## src/hdl/dasp_pkg.sv

```systemverilog
package dasp_pkg;

  localparam int unsigned POSITION_LIMIT_DEF = 4096;
  localparam int unsigned TICK_BITS_DEF      = 10;
  localparam int unsigned SPAN_HARD_MAX      = 4096;

  localparam int unsigned POS_W   = 12;
  localparam int unsigned SPAN_W  = 13;
  localparam int unsigned TICKS_W = 10;

  localparam int unsigned CFG_IDX_W  = 2;
  localparam int unsigned CFG_DATA_W = 13;

  localparam logic [CFG_IDX_W-1:0] REG_STEPS_PER_REV = 2'd0;
  localparam logic [CFG_IDX_W-1:0] REG_HIGH_TICKS    = 2'd1;
  localparam logic [CFG_IDX_W-1:0] REG_LOW_TICKS     = 2'd2;

  localparam logic [SPAN_W-1:0]  STEPS_PER_REV_RST = 13'd200;
  localparam logic [TICKS_W-1:0] HIGH_TICKS_RST    = 10'd10;
  localparam logic [TICKS_W-1:0] LOW_TICKS_RST     = 10'd10;

  localparam int unsigned IN_DATA_W  = 48;
  localparam int unsigned IN_USER_W  = 1;
  localparam int unsigned OUT_DATA_W = 32;

  localparam logic [1:0] PH_IDLE = 2'd0;
  localparam logic [1:0] PH_HIGH = 2'd1;
  localparam logic [1:0] PH_LOW  = 2'd2;

  typedef struct packed {
    logic [POS_W-1:0] pos;
    logic             dir;
    logic             step;
  } axis_dec_t;

endpackage

```

## src/hdl/dasp_axis.sv

```systemverilog
module dasp_axis (
  input  logic [dasp_pkg::POS_W-1:0]  pos_i,
  input  logic [dasp_pkg::POS_W-1:0]  tgt_i,
  input  logic [dasp_pkg::SPAN_W-1:0] span_i,
  input  logic                        last_dir_i,
  output dasp_pkg::axis_dec_t         dec_o
);

  logic [dasp_pkg::SPAN_W-1:0] p;
  logic [dasp_pkg::SPAN_W-1:0] t;
  logic [dasp_pkg::SPAN_W-1:0] cw;
  logic [dasp_pkg::SPAN_W-1:0] ccw;
  logic [dasp_pkg::SPAN_W-1:0] p_inc;
  logic [dasp_pkg::SPAN_W-1:0] p_dec;
  logic [dasp_pkg::SPAN_W-1:0] p_new;
  logic                        dir;
  logic                        step;

  always_comb begin
    p = {1'b0, pos_i};
    if (p >= span_i) begin
      p = span_i - 1'b1;
    end
    t = {1'b0, tgt_i};
    // circular distances, sum stays below 2 * span so 13 bits wrap cleanly
    cw  = t + span_i - p;
    if (cw >= span_i) begin
      cw = cw - span_i;
    end
    ccw = p + span_i - t;
    if (ccw >= span_i) begin
      ccw = ccw - span_i;
    end

    dir  = last_dir_i;
    step = 1'b1;
    if (cw < ccw) begin
      dir = 1'b1;
    end else if (cw > ccw) begin
      dir = 1'b0;
    end else if (cw == '0) begin
      dir  = 1'b0;
      step = 1'b0;
    end

    p_inc = (p + 1'b1 == span_i) ? '0 : p + 1'b1;
    p_dec = (p == '0) ? span_i - 1'b1 : p - 1'b1;
    if (!step) begin
      p_new = p;
    end else if (dir) begin
      p_new = p_inc;
    end else begin
      p_new = p_dec;
    end

    dec_o.pos  = p_new[dasp_pkg::POS_W-1:0];
    dec_o.dir  = dir;
    dec_o.step = step;
  end

endmodule

```

## src/hdl/dual_axis_stepper_shortest_path_top.sv

```systemverilog
// Two-axis step/direction controller on a circular position space. Every input
// item is one timer tick; every accepted item yields exactly one result item,
// shown on the master side the cycle after acceptance. The block takes one item
// per clock: all work for a tick is done by the logic ahead of the single result
// register, and s_axis_tready_o stays high while that register is empty or being
// taken. At each step period start both targets are sampled and each axis moves
// one step the shorter way round (a tie keeps the last direction); the step pin
// is high for high_ticks ticks, then low for low_ticks ticks. A load item
// overwrites both positions without restarting the period. Out-of-range targets
// and loads are clamped to span - 1 and flagged in range_error.
module dual_axis_stepper_shortest_path_top #(
  parameter int unsigned POSITION_LIMIT = dasp_pkg::POSITION_LIMIT_DEF,
  parameter int unsigned TICK_BITS      = dasp_pkg::TICK_BITS_DEF
) (
  input  logic                                clk_i,
  input  logic                                rst_ni,
  input  logic                                cfg_we_i,
  input  logic [dasp_pkg::CFG_IDX_W-1:0]      cfg_index_i,
  input  logic [dasp_pkg::CFG_DATA_W-1:0]     cfg_wdata_i,
  input  logic                                s_axis_tvalid_i,
  output logic                                s_axis_tready_o,
  // roll_target, pitch_target, roll_load_value, pitch_load_value
  input  logic [dasp_pkg::IN_DATA_W-1:0]      s_axis_tdata_i,
  // load_position
  input  logic [dasp_pkg::IN_USER_W-1:0]      s_axis_tuser_i,
  output logic                                m_axis_tvalid_o,
  input  logic                                m_axis_tready_i,
  // roll direction, roll step, pitch direction, pitch step, roll_position,
  // pitch_position, roll_at_target, pitch_at_target, range_error, 1 pad bit
  output logic [dasp_pkg::OUT_DATA_W-1:0]     m_axis_tdata_o
);

  localparam int unsigned SPAN_MAX = (POSITION_LIMIT > dasp_pkg::SPAN_HARD_MAX) ?
                                     dasp_pkg::SPAN_HARD_MAX : POSITION_LIMIT;
  localparam int unsigned LIM_W    = ((TICK_BITS > dasp_pkg::TICKS_W) ?
                                      TICK_BITS : dasp_pkg::TICKS_W) + 1;
  localparam logic [LIM_W-1:0] TICK_MAX = LIM_W'((64'd1 << TICK_BITS) - 64'd1);

  localparam int unsigned PW = dasp_pkg::POS_W;
  localparam int unsigned SW = dasp_pkg::SPAN_W;

  function automatic logic [PW:0] clamp_pos(input logic [PW-1:0] v,
                                            input logic [SW-1:0] n);
    logic [PW:0] r;
    if ({1'b0, v} >= n) begin
      r = {1'b1, PW'(n - 1'b1)};
    end else begin
      r = {1'b0, v};
    end
    return r;
  endfunction

  function automatic logic [TICK_BITS-1:0] tick_limit(
    input logic [dasp_pkg::TICKS_W-1:0] t);
    logic [LIM_W-1:0] v;
    v = LIM_W'(t);
    if (v == '0) begin
      v = LIM_W'(1);
    end
    if (v > TICK_MAX) begin
      v = TICK_MAX;
    end
    return v[TICK_BITS-1:0];
  endfunction

  // configuration
  logic [SW-1:0]                steps_q;
  logic [dasp_pkg::TICKS_W-1:0] high_q;
  logic [dasp_pkg::TICKS_W-1:0] low_q;

  always_ff @(posedge clk_i or negedge rst_ni) begin
    if (!rst_ni) begin
      steps_q <= dasp_pkg::STEPS_PER_REV_RST;
      high_q  <= dasp_pkg::HIGH_TICKS_RST;
      low_q   <= dasp_pkg::LOW_TICKS_RST;
    end else if (cfg_we_i) begin
      case (cfg_index_i)
        dasp_pkg::REG_STEPS_PER_REV: steps_q <= cfg_wdata_i[SW-1:0];
        dasp_pkg::REG_HIGH_TICKS:    high_q  <= cfg_wdata_i[dasp_pkg::TICKS_W-1:0];
        dasp_pkg::REG_LOW_TICKS:     low_q   <= cfg_wdata_i[dasp_pkg::TICKS_W-1:0];
        default: ;
      endcase
    end
  end

  // state
  logic [PW-1:0]        rpos_q, rpos_d, ppos_q, ppos_d;
  logic [PW-1:0]        rtgt_q, rtgt_d, ptgt_q, ptgt_d;
  logic                 rdir_q, rdir_d, pdir_q, pdir_d;
  logic                 rstep_q, rstep_d, pstep_q, pstep_d;
  logic [1:0]           phase_q, phase_d;
  logic [TICK_BITS-1:0] ticks_q, ticks_d;

  logic                          out_valid_q;
  logic [dasp_pkg::OUT_DATA_W-1:0] out_data_q, out_data_d;

  logic        in_acc;
  logic [SW-1:0] span;
  logic        load;
  logic [PW:0] rld_c, pld_c, rtg_c, ptg_c;
  logic [PW-1:0] rpos_a, ppos_a;
  logic        start;
  logic        err;
  logic        step_high;
  logic [TICK_BITS:0] cnt_inc;
  dasp_pkg::axis_dec_t rdec, pdec;

  assign s_axis_tready_o = !out_valid_q || m_axis_tready_i;
  assign in_acc          = s_axis_tvalid_i && s_axis_tready_o;

  always_comb begin
    span = steps_q;
    if (span < SW'(2)) begin
      span = SW'(2);
    end
    if (span > SW'(SPAN_MAX)) begin
      span = SW'(SPAN_MAX);
    end
  end

  assign load  = s_axis_tuser_i[0];
  assign rld_c = clamp_pos(s_axis_tdata_i[35:24], span);
  assign pld_c = clamp_pos(s_axis_tdata_i[47:36], span);
  assign rtg_c = clamp_pos(s_axis_tdata_i[11:0], span);
  assign ptg_c = clamp_pos(s_axis_tdata_i[23:12], span);

  assign rpos_a = load ? rld_c[PW-1:0] : rpos_q;
  assign ppos_a = load ? pld_c[PW-1:0] : ppos_q;
  assign start  = (phase_q != dasp_pkg::PH_HIGH) && (phase_q != dasp_pkg::PH_LOW);

  dasp_axis u_roll (
    .pos_i      (rpos_a),
    .tgt_i      (rtg_c[PW-1:0]),
    .span_i     (span),
    .last_dir_i (rdir_q),
    .dec_o      (rdec)
  );

  dasp_axis u_pitch (
    .pos_i      (ppos_a),
    .tgt_i      (ptg_c[PW-1:0]),
    .span_i     (span),
    .last_dir_i (pdir_q),
    .dec_o      (pdec)
  );

  always_comb begin
    rpos_d  = start ? rdec.pos  : rpos_a;
    ppos_d  = start ? pdec.pos  : ppos_a;
    rdir_d  = start ? rdec.dir  : rdir_q;
    pdir_d  = start ? pdec.dir  : pdir_q;
    rstep_d = start ? rdec.step : rstep_q;
    pstep_d = start ? pdec.step : pstep_q;
    rtgt_d  = start ? rtg_c[PW-1:0] : rtgt_q;
    ptgt_d  = start ? ptg_c[PW-1:0] : ptgt_q;

    err = (load && (rld_c[PW] || pld_c[PW])) ||
          (start && (rtg_c[PW] || ptg_c[PW]));

    step_high = start || (phase_q == dasp_pkg::PH_HIGH);
    cnt_inc   = start ? (TICK_BITS+1)'(1) : {1'b0, ticks_q} + 1'b1;

    phase_d = start ? dasp_pkg::PH_HIGH : phase_q;
    ticks_d = cnt_inc[TICK_BITS-1:0];
    if (step_high) begin
      if (cnt_inc >= {1'b0, tick_limit(high_q)}) begin
        phase_d = dasp_pkg::PH_LOW;
        ticks_d = '0;
      end
    end else if (cnt_inc >= {1'b0, tick_limit(low_q)}) begin
      phase_d = dasp_pkg::PH_IDLE;
      ticks_d = '0;
    end

    out_data_d = {1'b0,
                  err,
                  (ppos_d == ptgt_d),
                  (rpos_d == rtgt_d),
                  ppos_d,
                  rpos_d,
                  step_high && pstep_d,
                  pdir_d,
                  step_high && rstep_d,
                  !rdir_d};
  end

  always_ff @(posedge clk_i or negedge rst_ni) begin
    if (!rst_ni) begin
      rpos_q  <= '0;
      ppos_q  <= '0;
      rtgt_q  <= '0;
      ptgt_q  <= '0;
      rdir_q  <= 1'b0;
      pdir_q  <= 1'b0;
      rstep_q <= 1'b0;
      pstep_q <= 1'b0;
      phase_q <= dasp_pkg::PH_IDLE;
      ticks_q <= '0;
    end else if (in_acc) begin
      rpos_q  <= rpos_d;
      ppos_q  <= ppos_d;
      rtgt_q  <= rtgt_d;
      ptgt_q  <= ptgt_d;
      rdir_q  <= rdir_d;
      pdir_q  <= pdir_d;
      rstep_q <= rstep_d;
      pstep_q <= pstep_d;
      phase_q <= phase_d;
      ticks_q <= ticks_d;
    end
  end

  always_ff @(posedge clk_i or negedge rst_ni) begin
    if (!rst_ni) begin
      out_valid_q <= 1'b0;
    end else if (s_axis_tready_o) begin
      out_valid_q <= s_axis_tvalid_i;
    end
  end

  always_ff @(posedge clk_i) begin
    if (in_acc) begin
      out_data_q <= out_data_d;
    end
  end

  assign m_axis_tvalid_o = out_valid_q;
  assign m_axis_tdata_o  = out_data_q;

endmodule

```

## config.mk

```make
export PLATFORM = sky130hd
export DESIGN_NAME = dual_axis_stepper_shortest_path_top
export DESIGN_NICKNAME = d
export VERILOG_FILES = /design/src/hdl/dasp_pkg.sv /design/src/hdl/dasp_axis.sv /design/src/hdl/dual_axis_stepper_shortest_path_top.sv
export SDC_FILE = /design/constraint.sdc
export NUM_CORES = 1
export LEC_CHECK = 0
export CAP_MARGIN = 20
export CORE_ASPECT_RATIO = 1.2
export CORE_MARGIN = 4
export CORE_UTILIZATION = 55
export CTS_CLUSTER_SIZE = 16
export DETAILED_ROUTE_END_ITERATION = 12
export DONT_BUFFER_PORTS = 1
export PLACE_DENSITY = 0.76
export SLEW_MARGIN = 15
export SYNTH_ARGS = -nofsm -noshare
export SYNTH_HDL_FRONTEND = slang
export SYNTH_SLANG_ARGS = --single-unit
```

## constraint.sdc

```tcl
create_clock -name clk_i -period 19 [get_ports clk_i]
set_input_delay 3.8 -clock clk_i [delete_from_list [all_inputs] [get_ports clk_i]]
set_output_delay 3.8 -clock clk_i [all_outputs]
set_load 0.05 [all_outputs]
```

==> results.md <==
- Area leader, netlist: ha_1
- Max Clock Freq: 56.9 MHz
- Detailed Route Iter0 Violations: 2388
- Synthesized Nets: 2795
- Hold-fix buffers at CTS: 0
- Number of synthesized flops with an enable pin: 31
- Worst slew pin tran: 1.35 ns
- Via/cell ratio: 6.86
- Post-Syn Area: 19700 um2
- Initial Utilization: 56.1%
- Cts repair resizes: 0
- CTS tree: yes
- Total track usage: 37.7%
- RSZ-0062 raised after global routing: no
- Max-Cap Viols: 0
- Synth warnings: 0
- # Post-CTS Setup Buffers: 0
- Max clock buf depth: 2
- Synth top area cells: ha_1 14%, dfrtp_1 12%, fa_1 6.3%, xnor2_1 5.1%, edfxtp_1 4.7%
- Beginning of the worst hold path: pstep_q
- Slowest stage delay, CP: 0.71 ns
- Final min period: 17.59 ns
- Hold path endpoint: pstep_q
- Slew HR: 10.0%
- Top-Level Pins: 103
- WL/cell: 26.3 um
- Clock sinks: 129
- Arrival time at the worst endpoint: 17.85 ns
- Most common cell after layout, fill and taps aside: ha_1
- Total global routing overflow: 0
- Total core area: 35200 um2
- TNS Setup: 0 ns
- Reg2reg end: m_axis_tdata_o[29]
- Layout area overhead: 5.89%
- Core Rows: 75
- Critical Path Source Type: input port
- Detailed Place HPWL: 57700 um
- Vias after detailed routing: 19800
- Final setup violating endpoints: 0
- R2r startpoint: steps_q[5]
- Worst reg-to-reg path cell count: 57
- I/O Buffers: 0
- Seq/Total Area, Yosys: 17.2%
- Synth async-reset ratio: 76.0%
- Pin count of the biggest net entering global routing: 99
- Avg Inst Size Synth: 8.10 um2
- H-tree depth: 4
- Worst EP required: 19.27 ns
- Clock slew at reported path FFs: 0.07 ns
- Netlist cell types: 103
- Multi-input logic area: 15100 um2
- Cts bufs inserted: 17
- Skew final: 0.0136 ns
- Reg2Reg Setup Slack: 2.52 ns
- Drt drc: 0
- Post-synth top flop: dfrtp_1
- DRT Wirelength: 75800 um
- Share of layout cells above drive strength 1: 8.86%
- Most frequent cells in the layout: 226 x ha_1, 209 x inv_1, 203 x nand2_1
- Reg area: 3390 um2
- Die H: 216 um
- Antenna Nets Post-Route: 0
- Crit end category: flop
- #FFs+latches synth: 129
- Min-delay worst type: flop to flop
- First-pass GRT wire length: 114000 um
- Fin util: 59.4%
- Hold Fails Final Rpt: 0
- CP max FO: 21
- Router iterations before antenna repair: 6
- Clk_lat worst skew: 0.46 ns
- Vias in the first global route: 19300
- Layout fillers: 3174
- Final Cycle Share: 92.6%
- Inserted Diodes: 0
- Root buffer cell: clkbuf_16
- Slowest CP cell: a31oi_2
- Outcome: complete, no violations
- Post-synthesis instance total: 2437
- Kind of critical path: input port to flop
- Slew Limit Fails: 0
- Nets@finish: 2761
- Synth top area share: 14.4%
- Hold depth: 2
- Initial antenna violation count: 1
- Routability cong.: 1.03
- Chip Width: 181 um
- Die area: 39000 um2
[cells by family after synthesis]
group / count (synthesis) / synth area share, %
adder cells (fa/ha/maj): 289 / 20.7
other: 1 / 0.0190
XOR/XNOR: 156 / 7.10
AND/OR/NAND/NOR: 690 / 17.3
buffers and inverters: 329 / 6.44
multiplexers: 113 / 6.17
AO/OA/AOI/OAI: 730 / 25.1
flip-flops: 129 / 17.2
[cell type report]
cell class / instances / area share, %
tap: 462 / 2.76
clock inverter: 13 / 0.539
clock buffer: 19 / 2.17
multi-input combinational: 1979 / 72.4
timing repair buffer: 54 / 1.94
sequential: 129 / 16.2
inverter: 222 / 3.99
[per-layer routing]
metal | GRT usage [%] | up-vias | wire [um] | share of wire (%)
met1 | 47.0 | 9405 | 29100 | 38
met2 | 59.2 | 1181 | 33400 | 44
li1 | - | 8849 | - | -
met5 | 0 | - | 13 | 0.017
met4 | 23.5 | 2 | 5530 | 7.3
met3 | 8.50 | 313 | 7770 | 10
[flip-flops by register name, indices dropped and copies added (netlist names)]
name / flops
steps_q: 13
ptgt_q: 12
pdir_q: 1
m_axis_tvalid_o: 1
low_q: 10
phase_q: 2
rstep_q: 1
rtgt_q: 12
ticks_q: 10
pstep_q: 1
rdir_q: 1
m_axis_tdata_o: 31
rpos_q: 12
ppos_q: 12
high_q: 10
[how the worst max path moves through the flow]
stage,start,endpoint,depth (start not counted)
2_1_floorplan,s_axis_tuser_i,m_axis_tdata_o[29],58
3_3_place_gp,s_axis_tdata_i[36],m_axis_tdata_o[29],53
3_5_place_dp,s_axis_tdata_i[36],m_axis_tdata_o[29],53
4_1_cts,s_axis_tdata_i[36],m_axis_tdata_o[29],53
5_1_grt,s_axis_tdata_i[36],m_axis_tdata_o[29],53
6_report,s_axis_tdata_i[36],m_axis_tdata_o[29],53
[synth_stat cells (all sizes together), types with 16 or more instances]
cell type / instances
a2111oi: 16
a211oi: 21
a21o: 44
a21oi: 144
a31oi: 33
and2: 16
and3: 20
buf: 27
clkbuf: 80
dfrtp: 91
edfxtp: 31
fa: 62
ha: 227
inv: 214
mux2: 69
mux2i: 44
nand2: 203
nand2b: 24
nand3: 44
nand4: 48
nor2: 166
nor2b: 30
nor3: 43
nor4: 28
o211ai: 24
o21a: 34
o21ai: 187
o21bai: 16
o31ai: 32
or3: 18
xnor2: 115
xor2: 39
[stage by stage]
step	setup slack [ns]	hold WS, ns	instance area [um2]	cells
floorplan	2.75	0.445	19700	2437
global placement	1.26	0.465	20300	2845
detailed placement	1.18	0.479	20300	2845
CTS	1.61	0.492	20900	2877
global route	0.460	0.511	20900	2878
finish	1.41	0.489	20900	2878
[worst max-delay path, delay by kind of cell]
family | cells | cell delay, ns
muxes | 1 | 0.22
buffers and inverters | 6 | 0.76
AOI/OAI and AO/OA | 31 | 8.59
xor gates and xnor gates | 1 | 0.18
and+or+nand+nor | 7 | 1.58
adders and majority gates | 7 | 2.69
Power is not shown: default switching activity piles up to over one toggle a cycle in this logic, so the estimate is an artifact.
